File: src/sv/stp_pkg.sv
// Shared types and constants for the sparse triplet text parser.
// Holds character codes, result kinds, error codes and the result record.
// No dependencies.
package stp_pkg;

    // Character codes of the body text
    localparam logic [7:0] CH_ZERO  = 8'h30;
    localparam logic [7:0] CH_NINE  = 8'h39;
    localparam logic [7:0] CH_SPACE = 8'h20;
    localparam logic [7:0] CH_TAB   = 8'h09;
    localparam logic [7:0] CH_CR    = 8'h0D;
    localparam logic [7:0] CH_LF    = 8'h0A;

    // Configuration register indexes
    localparam int unsigned CFG_COUNT = 3;
    localparam int unsigned CFG_INDEX_WIDTH = $clog2(CFG_COUNT);
    localparam logic [CFG_INDEX_WIDTH-1:0] CFG_ROW_COUNT        = 2'd0;
    localparam logic [CFG_INDEX_WIDTH-1:0] CFG_COLUMN_COUNT     = 2'd1;
    localparam logic [CFG_INDEX_WIDTH-1:0] CFG_EXPECTED_ENTRIES = 2'd2;

    // Result kinds
    localparam logic [1:0] KIND_TRIPLET = 2'd0;
    localparam logic [1:0] KIND_SUMMARY = 2'd1;
    localparam logic [1:0] KIND_ERROR   = 2'd2;

    // Error codes
    localparam logic [3:0] ERR_NONE       = 4'd0;
    localparam logic [3:0] ERR_BAD_BYTE   = 4'd1;
    localparam logic [3:0] ERR_OVERFLOW   = 4'd2;
    localparam logic [3:0] ERR_RANGE      = 4'd3;
    localparam logic [3:0] ERR_ZERO       = 4'd4;
    localparam logic [3:0] ERR_INCOMPLETE = 4'd5;
    localparam logic [3:0] ERR_COUNT      = 4'd6;
    localparam logic [3:0] ERR_DUPLICATE  = 4'd7;
    localparam logic [3:0] ERR_UNSORTED   = 4'd8;

    // Output queue: room for one waiting result plus the two an end item can give
    localparam int unsigned QUEUE_DEPTH = 3;

    typedef struct packed {
        logic [1:0]  kind;
        logic [31:0] row_index;
        logic [31:0] column_index;
        logic [63:0] entry_value;
        logic [3:0]  error_code;
        logic [63:0] entries_seen;
        logic [63:0] duplicates_seen;
        logic        sorted_so_far;
        logic        last_result;
    } result_t;

endpackage

File: src/sv/sparse_triplet_text_parser.sv
// Top level of the sparse triplet text parser: byte parser, triplet checks
// and a three-entry output queue of result transactions.
// Depends on stp_pkg.
//
//  Channel  | Handshake              | Payload
//  ---------+------------------------+------------------------------------------
//  input    | in_valid / in_stall    | text_byte, stream_end
//  output   | out_valid / out_stall  | kind, row_index, column_index, entry_value,
//           |                        | error_code, entries_seen, duplicates_seen,
//           |                        | sorted_so_far, last_result
//  config   | cfg_write              | cfg_index, cfg_data
//
// One byte is taken per cycle while in_stall is low; its result, if any, is queued at
// the same edge and shown on the output once the results ahead of it are taken.
// The parser state is updated from the state registers and the accepted byte;
// the 68-bit multiply-by-ten add sets the longest path.
// in_stall rises while two or more results wait in the queue, so an end item
// with two results always finds room.
// Reset clears parser state and queue; rows and columns reset to 1, entries to 0.
module sparse_triplet_text_parser
    import stp_pkg::*;
(
    input  logic                       clk,
    input  logic                       rst_n,

    input  logic                       cfg_write,
    input  logic [CFG_INDEX_WIDTH-1:0] cfg_index,
    input  logic [63:0]                cfg_data,

    input  logic                       in_valid,
    output logic                       in_stall,
    input  logic [7:0]                 text_byte,
    input  logic                       stream_end,

    output logic                       out_valid,
    input  logic                       out_stall,
    output logic [1:0]                 kind,
    output logic [31:0]                row_index,
    output logic [31:0]                column_index,
    output logic [63:0]                entry_value,
    output logic [3:0]                 error_code,
    output logic [63:0]                entries_seen,
    output logic [63:0]                duplicates_seen,
    output logic                       sorted_so_far,
    output logic                       last_result
);

    localparam int unsigned PTR_WIDTH = $clog2(QUEUE_DEPTH);
    localparam int unsigned CNT_WIDTH = $clog2(QUEUE_DEPTH + 1);
    localparam logic [PTR_WIDTH-1:0] PTR_LAST = PTR_WIDTH'(QUEUE_DEPTH - 1);

    // Configuration registers
    logic [31:0] row_count_reg;
    logic [31:0] column_count_reg;
    logic [63:0] expected_entries_reg;

    // Parser state
    logic [63:0] acc_reg, acc_next;
    logic        inside_reg, inside_next;
    logic [1:0]  field_pos_reg, field_pos_next;
    logic [63:0] first_reg, first_next;
    logic [63:0] second_reg, second_next;
    logic [31:0] prev_row_reg, prev_row_next;
    logic [31:0] prev_col_reg, prev_col_next;
    logic [63:0] entry_cnt_reg, entry_cnt_next;
    logic [63:0] dup_cnt_reg, dup_cnt_next;
    logic        order_reg, order_next;
    logic        halted_reg, halted_next;

    // Output queue
    result_t                queue_reg [QUEUE_DEPTH];
    logic [PTR_WIDTH-1:0]   wr_ptr_reg, rd_ptr_reg;
    logic [CNT_WIDTH-1:0]   count_reg;

    // Per-transaction working signals
    logic        accept;
    logic        pop;
    logic        is_digit;
    logic        is_space;
    logic [67:0] acc_times_ten;
    logic        overflow;
    logic        closing;
    logic        range_bad;
    logic        value_zero;
    logic        triplet_done;
    logic        triplet_ok;
    logic        close_fail;
    logic [31:0] trip_row;
    logic [31:0] trip_col;
    logic [1:0]  pos_after;
    logic [3:0]  end_code;
    logic        push_a, push_b;
    result_t     res_a, res_b;

    function automatic logic [PTR_WIDTH-1:0] ptr_inc(input logic [PTR_WIDTH-1:0] p);
        logic [PTR_WIDTH-1:0] r;
        r = (p == PTR_LAST) ? '0 : p + 1'b1;
        return r;
    endfunction

    function automatic result_t make_result(
        input logic [1:0]  k,
        input logic [31:0] r,
        input logic [31:0] c,
        input logic [63:0] v,
        input logic [3:0]  e,
        input logic [63:0] ent,
        input logic [63:0] dup,
        input logic        ord,
        input logic        last
    );
        result_t res;
        res.kind            = k;
        res.row_index       = r;
        res.column_index    = c;
        res.entry_value     = v;
        res.error_code      = e;
        res.entries_seen    = ent;
        res.duplicates_seen = dup;
        res.sorted_so_far   = ord;
        res.last_result     = last;
        return res;
    endfunction

    // Handshakes
    assign in_stall  = (count_reg >= CNT_WIDTH'(QUEUE_DEPTH - 1));
    assign accept    = in_valid && !in_stall;
    assign out_valid = (count_reg != '0);
    assign pop       = out_valid && !out_stall;

    // Classify the byte and build the next accumulator value
    assign is_digit      = text_byte inside {[CH_ZERO:CH_NINE]};
    assign is_space      = text_byte inside {CH_SPACE, CH_TAB, CH_CR, CH_LF};
    assign acc_times_ten = {1'b0, acc_reg, 3'b000} + {3'b000, acc_reg, 1'b0}
                         + {64'd0, 4'(text_byte - CH_ZERO)};
    assign overflow      = |acc_times_ten[67:64];

    // Triplet checks on the number being closed
    assign closing      = inside_reg && (stream_end || is_space);
    assign triplet_done = closing && (field_pos_reg[1] == 1'b1);
    assign range_bad    = (first_reg == 64'd0) || (first_reg > {32'd0, row_count_reg})
                       || (second_reg == 64'd0) || (second_reg > {32'd0, column_count_reg});
    assign value_zero   = (acc_reg == 64'd0);
    assign close_fail   = triplet_done && (range_bad || value_zero);
    assign triplet_ok   = triplet_done && !range_bad && !value_zero;
    assign trip_row     = first_reg[31:0];
    assign trip_col     = second_reg[31:0];

    always_comb
    begin
        case (field_pos_reg)
            2'd0:    pos_after = closing ? 2'd1 : 2'd0;
            2'd1:    pos_after = closing ? 2'd2 : 2'd1;
            default: pos_after = closing ? 2'd0 : field_pos_reg;
        endcase
    end

    // Update counters and order flag for a good triplet
    always_comb
    begin
        entry_cnt_next = entry_cnt_reg;
        dup_cnt_next   = dup_cnt_reg;
        order_next     = order_reg;
        prev_row_next  = prev_row_reg;
        prev_col_next  = prev_col_reg;
        if (triplet_ok)
        begin
            if (entry_cnt_reg != 64'd0)
            begin
                if ((trip_col < prev_col_reg)
                    || ((trip_col == prev_col_reg) && (trip_row < prev_row_reg)))
                    order_next = 1'b0;
                if ((trip_col == prev_col_reg) && (trip_row == prev_row_reg))
                    dup_cnt_next = dup_cnt_reg + 64'd1;
            end
            prev_row_next  = trip_row;
            prev_col_next  = trip_col;
            entry_cnt_next = entry_cnt_reg + 64'd1;
        end
    end

    // Pick the end-of-stream outcome by precedence
    always_comb
    begin
        if (pos_after != 2'd0)
            end_code = ERR_INCOMPLETE;
        else if (entry_cnt_next != expected_entries_reg)
            end_code = ERR_COUNT;
        else if (dup_cnt_next != 64'd0)
            end_code = ERR_DUPLICATE;
        else if (!order_next)
            end_code = ERR_UNSORTED;
        else
            end_code = ERR_NONE;
    end

    // Decide the results of this transaction and the next parser state
    always_comb
    begin
        acc_next       = acc_reg;
        inside_next    = inside_reg;
        field_pos_next = field_pos_reg;
        first_next     = first_reg;
        second_next    = second_reg;
        halted_next    = halted_reg;
        push_a         = 1'b0;
        push_b         = 1'b0;
        res_a = make_result(KIND_ERROR, 32'd0, 32'd0, 64'd0, ERR_BAD_BYTE,
                            entry_cnt_reg, dup_cnt_reg, order_reg, 1'b1);
        res_b = make_result(end_code == ERR_NONE ? KIND_SUMMARY : KIND_ERROR,
                            32'd0, 32'd0, 64'd0, end_code,
                            entry_cnt_next, dup_cnt_next, order_next, 1'b1);

        if (accept && !halted_reg)
        begin
            if (stream_end || is_space)
            begin
                // Close any pending number
                if (closing)
                begin
                    acc_next       = 64'd0;
                    inside_next    = 1'b0;
                    field_pos_next = pos_after;
                    if (field_pos_reg == 2'd0)
                        first_next = acc_reg;
                    if (field_pos_reg == 2'd1)
                        second_next = acc_reg;
                end
                if (close_fail)
                begin
                    push_a      = 1'b1;
                    halted_next = 1'b1;
                    res_a.error_code = range_bad ? ERR_RANGE : ERR_ZERO;
                end
                else if (triplet_ok)
                begin
                    push_a = 1'b1;
                    res_a  = make_result(KIND_TRIPLET, trip_row, trip_col, acc_reg, ERR_NONE,
                                         entry_cnt_next, dup_cnt_next, order_next,
                                         !stream_end);
                end
                // End item: summary or error after any triplet
                if (stream_end && !close_fail)
                begin
                    halted_next = 1'b1;
                    if (triplet_ok)
                        push_b = 1'b1;
                    else
                    begin
                        push_a = 1'b1;
                        res_a  = res_b;
                    end
                end
            end
            else if (is_digit)
            begin
                if (overflow)
                begin
                    push_a      = 1'b1;
                    halted_next = 1'b1;
                    res_a.error_code = ERR_OVERFLOW;
                end
                else
                begin
                    acc_next    = acc_times_ten[63:0];
                    inside_next = 1'b1;
                end
            end
            else
            begin
                // Any other byte
                push_a      = 1'b1;
                halted_next = 1'b1;
            end
        end
    end

    // Hold configuration registers
    always_ff @(posedge clk or negedge rst_n)
    begin
        if (!rst_n)
        begin
            row_count_reg        <= 32'd1;
            column_count_reg     <= 32'd1;
            expected_entries_reg <= 64'd0;
        end
        else if (cfg_write)
        begin
            case (cfg_index)
                CFG_ROW_COUNT:        row_count_reg        <= cfg_data[31:0];
                CFG_COLUMN_COUNT:     column_count_reg     <= cfg_data[31:0];
                CFG_EXPECTED_ENTRIES: expected_entries_reg <= cfg_data;
                default:              ;
            endcase
        end
    end

    // Advance the parser state
    always_ff @(posedge clk or negedge rst_n)
    begin
        if (!rst_n)
        begin
            acc_reg       <= 64'd0;
            inside_reg    <= 1'b0;
            field_pos_reg <= 2'd0;
            first_reg     <= 64'd0;
            second_reg    <= 64'd0;
            prev_row_reg  <= 32'd0;
            prev_col_reg  <= 32'd0;
            entry_cnt_reg <= 64'd0;
            dup_cnt_reg   <= 64'd0;
            order_reg     <= 1'b1;
            halted_reg    <= 1'b0;
        end
        else if (accept && !halted_reg)
        begin
            acc_reg       <= acc_next;
            inside_reg    <= inside_next;
            field_pos_reg <= field_pos_next;
            first_reg     <= first_next;
            second_reg    <= second_next;
            prev_row_reg  <= prev_row_next;
            prev_col_reg  <= prev_col_next;
            entry_cnt_reg <= entry_cnt_next;
            dup_cnt_reg   <= dup_cnt_next;
            order_reg     <= order_next;
            halted_reg    <= halted_next;
        end
    end

    // Queue pointers and fill count
    always_ff @(posedge clk or negedge rst_n)
    begin
        if (!rst_n)
        begin
            wr_ptr_reg <= '0;
            rd_ptr_reg <= '0;
            count_reg  <= '0;
        end
        else
        begin
            if (push_a && push_b)
                wr_ptr_reg <= ptr_inc(ptr_inc(wr_ptr_reg));
            else if (push_a)
                wr_ptr_reg <= ptr_inc(wr_ptr_reg);
            if (pop)
                rd_ptr_reg <= ptr_inc(rd_ptr_reg);
            count_reg <= count_reg + CNT_WIDTH'(push_a) + CNT_WIDTH'(push_b)
                       - CNT_WIDTH'(pop);
        end
    end

    // Queue payload
    always_ff @(posedge clk)
    begin
        if (push_a)
            queue_reg[wr_ptr_reg] <= res_a;
        if (push_b)
            queue_reg[ptr_inc(wr_ptr_reg)] <= res_b;
    end

    // Drive the head of the queue
    assign kind            = queue_reg[rd_ptr_reg].kind;
    assign row_index       = queue_reg[rd_ptr_reg].row_index;
    assign column_index    = queue_reg[rd_ptr_reg].column_index;
    assign entry_value     = queue_reg[rd_ptr_reg].entry_value;
    assign error_code      = queue_reg[rd_ptr_reg].error_code;
    assign entries_seen    = queue_reg[rd_ptr_reg].entries_seen;
    assign duplicates_seen = queue_reg[rd_ptr_reg].duplicates_seen;
    assign sorted_so_far   = queue_reg[rd_ptr_reg].sorted_so_far;
    assign last_result     = queue_reg[rd_ptr_reg].last_result;

    // Checks
    a_queue_bound: assert property (@(posedge clk) disable iff (!rst_n)
        count_reg <= CNT_WIDTH'(QUEUE_DEPTH))
        else $error("output queue overfilled");

    a_accept_room: assert property (@(posedge clk) disable iff (!rst_n)
        accept |-> (count_reg < CNT_WIDTH'(QUEUE_DEPTH - 1)))
        else $error("transaction accepted without room for two results");

    a_halt_silent: assert property (@(posedge clk) disable iff (!rst_n)
        halted_reg |-> (!push_a && !push_b))
        else $error("result produced after halt");

    a_second_only_end: assert property (@(posedge clk) disable iff (!rst_n)
        push_b |-> (push_a && stream_end && triplet_ok))
        else $error("second result outside an end transaction");

    a_order_sticky: assert property (@(posedge clk) disable iff (!rst_n)
        !order_reg |=> !order_reg)
        else $error("order flag recovered without reset");

endmodule

File: config.mk
export PLATFORM = sky130hd
export DESIGN_NAME = sparse_triplet_text_parser
export DESIGN_NICKNAME = d
export VERILOG_FILES = /design/src/sv/stp_pkg.sv /design/src/sv/sparse_triplet_text_parser.sv
export SDC_FILE = /design/constraint.sdc
export NUM_CORES = 2
export LEC_CHECK = 0
export ABC_AREA = 1
export BUFFER_PORTS_ARGS = -buffer_cell sky130_fd_sc_hd__buf_2
export CAP_MARGIN = 20
export CORE_UTILIZATION = 30
export CTS_CLUSTER_DIAMETER = 80
export DETAILED_ROUTE_END_ITERATION = 10
export PLACE_DENSITY = 0.47
export SLEW_MARGIN = 40
export SYNTH_ARGS = -nofsm -noshare
export SYNTH_HDL_FRONTEND = slang
export SYNTH_SLANG_ARGS = --single-unit
File: constraint.sdc
create_clock -name clk -period 16 [get_ports clk]
set_input_delay 3.2 -clock clk [delete_from_list [all_inputs] [get_ports clk]]
set_output_delay 3.2 -clock clk [all_outputs]
set_load 0.02 [all_outputs]
# Word-level counts from Yosys, hierarchy flattened
# Memories as Yosys holds them, arrays and structs flattened.
# Index checks and enable logic that the tools add are counted.
dict set report classes {
  muxes 62
  n_bitwise 0
  eq_ne 17
  multipliers 0
  magnitude_cmp 7
  addsub 11
  div 0
  n_reduce_logical 49
  shifts 0
}
# cell n
set op_table {}
lappend op_table {{two-way mux 264 bit} 4}
lappend op_table {{two-way mux 130 bit} 4}
lappend op_table {{two-way mux 64 bit} 8}
lappend op_table {{logical NOT 64 bit} 3}
lappend op_table {{adder 64 x 1 -> 64 bit (second input constant)} 2}
lappend op_table {{> comparator 64 x 32 -> 1 bit} 2}
lappend op_table {{nonzero test 64 bit} 2}
lappend op_table {{adder 67 x 65 -> 68 bit} 1}
lappend op_table {{adder 68 x 4 -> 68 bit} 1}
lappend op_table {{equality test 32 bit} 2}
lappend op_table {{< comparator 32 bit} 2}
lappend op_table {{inequality test 64 bit} 1}
lappend op_table {{two-way mux 1 bit} 28}
lappend op_table {{equality test 8 x 4 -> 1 bit (second input constant)} 3}
lappend op_table {{two-way mux 4 bit} 6}
lappend op_table {{two-way mux 2 bit} 10}
lappend op_table {{logical AND 1 bit} 13}
lappend op_table {{AND reduction 4 bit} 3}
lappend op_table {{equality test 2 bit (second input constant)} 4}
lappend op_table {{equality test 8 x 6 -> 1 bit (second input constant)} 1}
lappend op_table {{greater-or-equal comparator 8 x 6 -> 1 bit (second input constant)} 1}
lappend op_table {{less-or-equal comparator 8 x 6 -> 1 bit (second input constant)} 1}
lappend op_table {{AND reduction 2 bit} 4}
lappend op_table {{nonzero test 2 bit} 4}
lappend op_table {{other kinds (19)} 36}
dict set report totals {
  ramBits 792
  rom_bits 0
  regBits 523
  inputBits 80
  latchBits 0
  n_memories 1
  out_inout_bits 266
  word_cells 164
}
# name depth width read_ports rd_clocked_by_memory_dff write_ports line_no
set memory_table {}
lappend memory_table {queue_reg 3 264 1 0 2 sparse_triplet_text_parser.sv:71} ;# result_t queue_reg [QUEUE_DEPTH];

# Logic depth before layout (Yosys ltp)
dict set report logic_depth {
  depth_word 18
  mapped_depth 34
  depth_no_buf 33
}

# Worst setup path after synthesis
# No wires, ideal clock.
dict set report synth_path {
  path_type {input -> register}
  startpoint {in text_byte[3]}
  endpoint {mem queue_reg[1][100] (netlist name), enable pin}
  stages 20
  arrival_time_ns 9.919
  setup_ns 0.552
  slack_ns 5.528
  n_path_buf 1
  t_required_ns 15.448
  cell_sequence {fa_1 > inv_1 > fa_1 > o21ai_2 > nand3_1 > nand2_1 > nand2_1 > nand2_1 > o21a_1 > a21boi_1 > o21ai_2 > nand4_1 > nand2_1 > xor2_1 > inv_1 > and3_4 > nand3_4 > nand4_2 > nand2_1 > clkbuf_1}
}
# element line_no
set synth_lines {}
lappend synth_lines {{start: declaration} sparse_triplet_text_parser.sv:32} ;# input logic [7:0] text_byte,
lappend synth_lines {{end: declaration} sparse_triplet_text_parser.sv:71}

==> impl_metrics.yaml <==
run_status:
  outcome: "finished clean"
sta:
  relSlewSlack_pct: 33.9
  hold_viol: 0
  slew_violations: 0
  clock_skew_ns: 0.0577
  max_clock_freq_mhz: 110
  setup_ws_ns: 6.92
  rsz0062_at_grt: "no"
  worst_slew_pin_slew_ns: 0.988
  period_share_pct: 56.8
  setup_violations: 0
  fin_crit_ns: 9.08
  fin_tns_setup_ns: 0
  whs_ns: 0.469
clocking:
  cts_setup_buffers: 0
  clk_path_buf_depth: 3
  clock_sinks: 1315
  cts_tree: "done"
  insertion_delay_ns: 0.83
  cts.repair.resized: 0
  cts-root-buf: "clkbuf_16"
  cts.htree.levels: 4
  clk_pin_slew_ns: 0.06
  cts_buffers: 165
  cts_hold_buf: 0
pwr:
  ir_drop_uv: 89.7
  clockPowerShare_pct: 36.4
  switching_power_mw: 3.85
  power_density_nw_per_um2: 127
  combPwrFrac_pct: 29.2
  switching_share_pct: 37.2
  internal_power_mw: 6.49
  total_leakage_power_nw: 40.8
  power.sequential.fraction_pct: 34.4
final_layout:
  fillers: 24600
  area_growth_pct: 14.6
  drive_gt1_share_pct: 8.44
  stdcell_count: 12500
  finalNetCount: 9518
  largest_reg_flops: 792
synth:
  yosysTopAreaCellShare_pct: 18.4
  synth_cells: 9054
  ys_types: 67
  synth_ff_type: "dfrtp_1"
  yosysSeqAreaShare_pct: 46.6
  ys_seq_elements: 1315
  synthTopCellsByArea: "dfrtp_1, edfxtp_1, nand2_1"
  synth_enable_flop_cells: 405
  post-synth-top-count-cell: "nand2_1"
  syn_avg_cell_area_sq_um: 7.82
  yosys.area.top_type: "dfrtp_1"
  syn-num-nets: 9396
  synth-async-reset-ratio_pct: 39.8
  synth_common_cells: "nand2_1, inv_1, o21ai_0"
  yosys_warnings: 0
  syn_area_sq_um: 70800
die:
  core_sq_um: 234000
  fp.dieH_microns: 488
  ios: 346
  rows: 177
  start_util_pct: 30.3
  dieArea_sq_um: 238000
  die_w_microns: 488
routing:
  first_iter_violations: 5251
  via_per_inst: 5.09
  dr.pass1.iters: 5
  wirelength_microns: 273000
  ant_nets: 0
  num_vias: 63400
  wire_per_inst_microns: 21.9
  drc_errors: 0
min_path:
  min-delay-path-class: "reg -> reg"
setup_path:
  worst-endpoint-required_ns: 16.44
  start_kind: "input port"
  crit_fanout: 71
  end_kind: "flip-flop"
  worstPathArrival_ns: 9.52
  path_class: "in -> reg"
placed_design:
  place_ws_ns: 5.88
  routabilityCongestion: 0.920
  dp_hpwl_microns: 191000
  portBuffers: 345
  dp_cells: 12100
global_routing:
  grt_max_degree: 128
  grt_remaining_overflow: 0
  track_usage_pct: 22.5
  antenna_found_initial: 9
  grt_pass1_vias: 61200
  grt_pass1_wl_microns: 406000
run:
  drv_cap: 0
[layout by cell type (no fill, tap or decap), drive strengths merged, types with 6 or more instances in the layout]
| master | instances |
|---|---|
| nand4 | 158 |
| a21oi | 459 |
| nor2 | 525 |
| xor2 | 59 |
| o221ai | 135 |
| clkinv | 46 |
| nor4 | 29 |
| dfrtp | 520 |
| o21a | 21 |
| inv | 1410 |
| a21boi | 8 |
| o21ai | 626 |
| diode | 7 |
| nor3b | 6 |
| o21bai | 9 |
| a31oi | 13 |
| clkbuf | 247 |
| dfxtp | 387 |
| nand3b | 16 |
| nor3 | 116 |
| ha | 259 |
| edfxtp | 405 |
| o22ai | 519 |
| o211ai | 147 |
| nand3 | 462 |
| buf | 432 |
| nand2 | 2208 |
| xnor2 | 41 |
[routing by layer]
layer | global-route usage, % | up-vias | share of wire [%]
li1 | - | 30600 | -
met1 | 29.6 | 30700 | 44
met2 | 38.1 | 1812 | 48
met3 | 2.78 | 324 | 4.8
met4 | 7.22 | 0 | 3.1
met5 | 0 | - | 0
[critical path: stages]
cell,delay (ns)
buf_2,0.09
or2_1,0.23
nor2_1,0.09
nand4_1,0.33
nand2_1,0.22
nand2_1,0.18
nor2_4,0.11
buf_4,0.42
inv_2,0.20
nor2_4,0.65
nand2_1,0.61
nor2_1,0.35
nand2_1,0.18
nor2_1,0.40
inv_8,0.31
nand2_4,0.50
buf_4,0.63
buf_6,0.66
[kinds of logic after synthesis]
group	after synthesis	share of synthesized area [%]
AO/OA/AOI/OAI	1961	16.3
XOR/XNOR	100	1.24
adder cells (fa/ha/maj)	262	4.66
buffers and inverters	1879	10.3
flip-flops	1315	46.6
multiplexers	2	0.0318
AND/OR/NAND/NOR	3535	20.9
[final timing paths]
path / start / to / slack (ns) / depth (start not counted)
hold / removal: queue_reg[1][211] / queue_reg[1][211] / 0.47 / 2
min in group asynchronous: rst_n / prev_col_reg[30] / 2.28 / 1
max in group asynchronous: rst_n / expected_entries_reg[40] / 11.50 / 4
setup reg to reg: first_reg[23] / queue_reg[0][10] / 9.10 / 17
setup / recovery: text_byte[7] / queue_reg[0][10] / 6.92 / 18
hold reg to reg: queue_reg[1][211] / queue_reg[1][211] / 0.47 / 2
[stage by stage]
stage	utilization [%]	power, mW	instance area [sq um]
2_1_floorplan	-	5.32	70800
3_3_place_gp	32.2	6.69	75200
3_5_place_dp	32.3	6.71	75500
4_1_cts	34.7	10.5	81000
5_1_grt	34.7	10.8	81100
6_report	34.7	10.3	81100
[power by group through the flow]
| stage | registers (mW) | logic (mW) | clock network [mW] |
|---|---|---|---|
| 2_1_floorplan | 3.59 | 1.74 | 0 |
| 3_3_place_gp | 3.62 | 3.08 | 0 |
| 3_5_place_dp | 3.62 | 3.09 | 0 |
| 4_1_cts | 3.55 | 3.10 | 3.83 |
| 5_1_grt | 3.56 | 3.26 | 3.96 |
| 6_report | 3.55 | 3.02 | 3.76 |
[final cells by class]
cell class,instances,area (sq um),area share (%)
clock buffers,245,4800,5.92
multi-input cells,5860,30700,37.9
flip-flops and latches,1315,33000,40.7
well taps,3132,3920,4.83
inverters,1400,5290,6.52
diodes,7,17.5,0.0216
clock inverters,66,663,0.818
repair buffers,434,2690,3.32
Power figures use the tool's default switching activity.
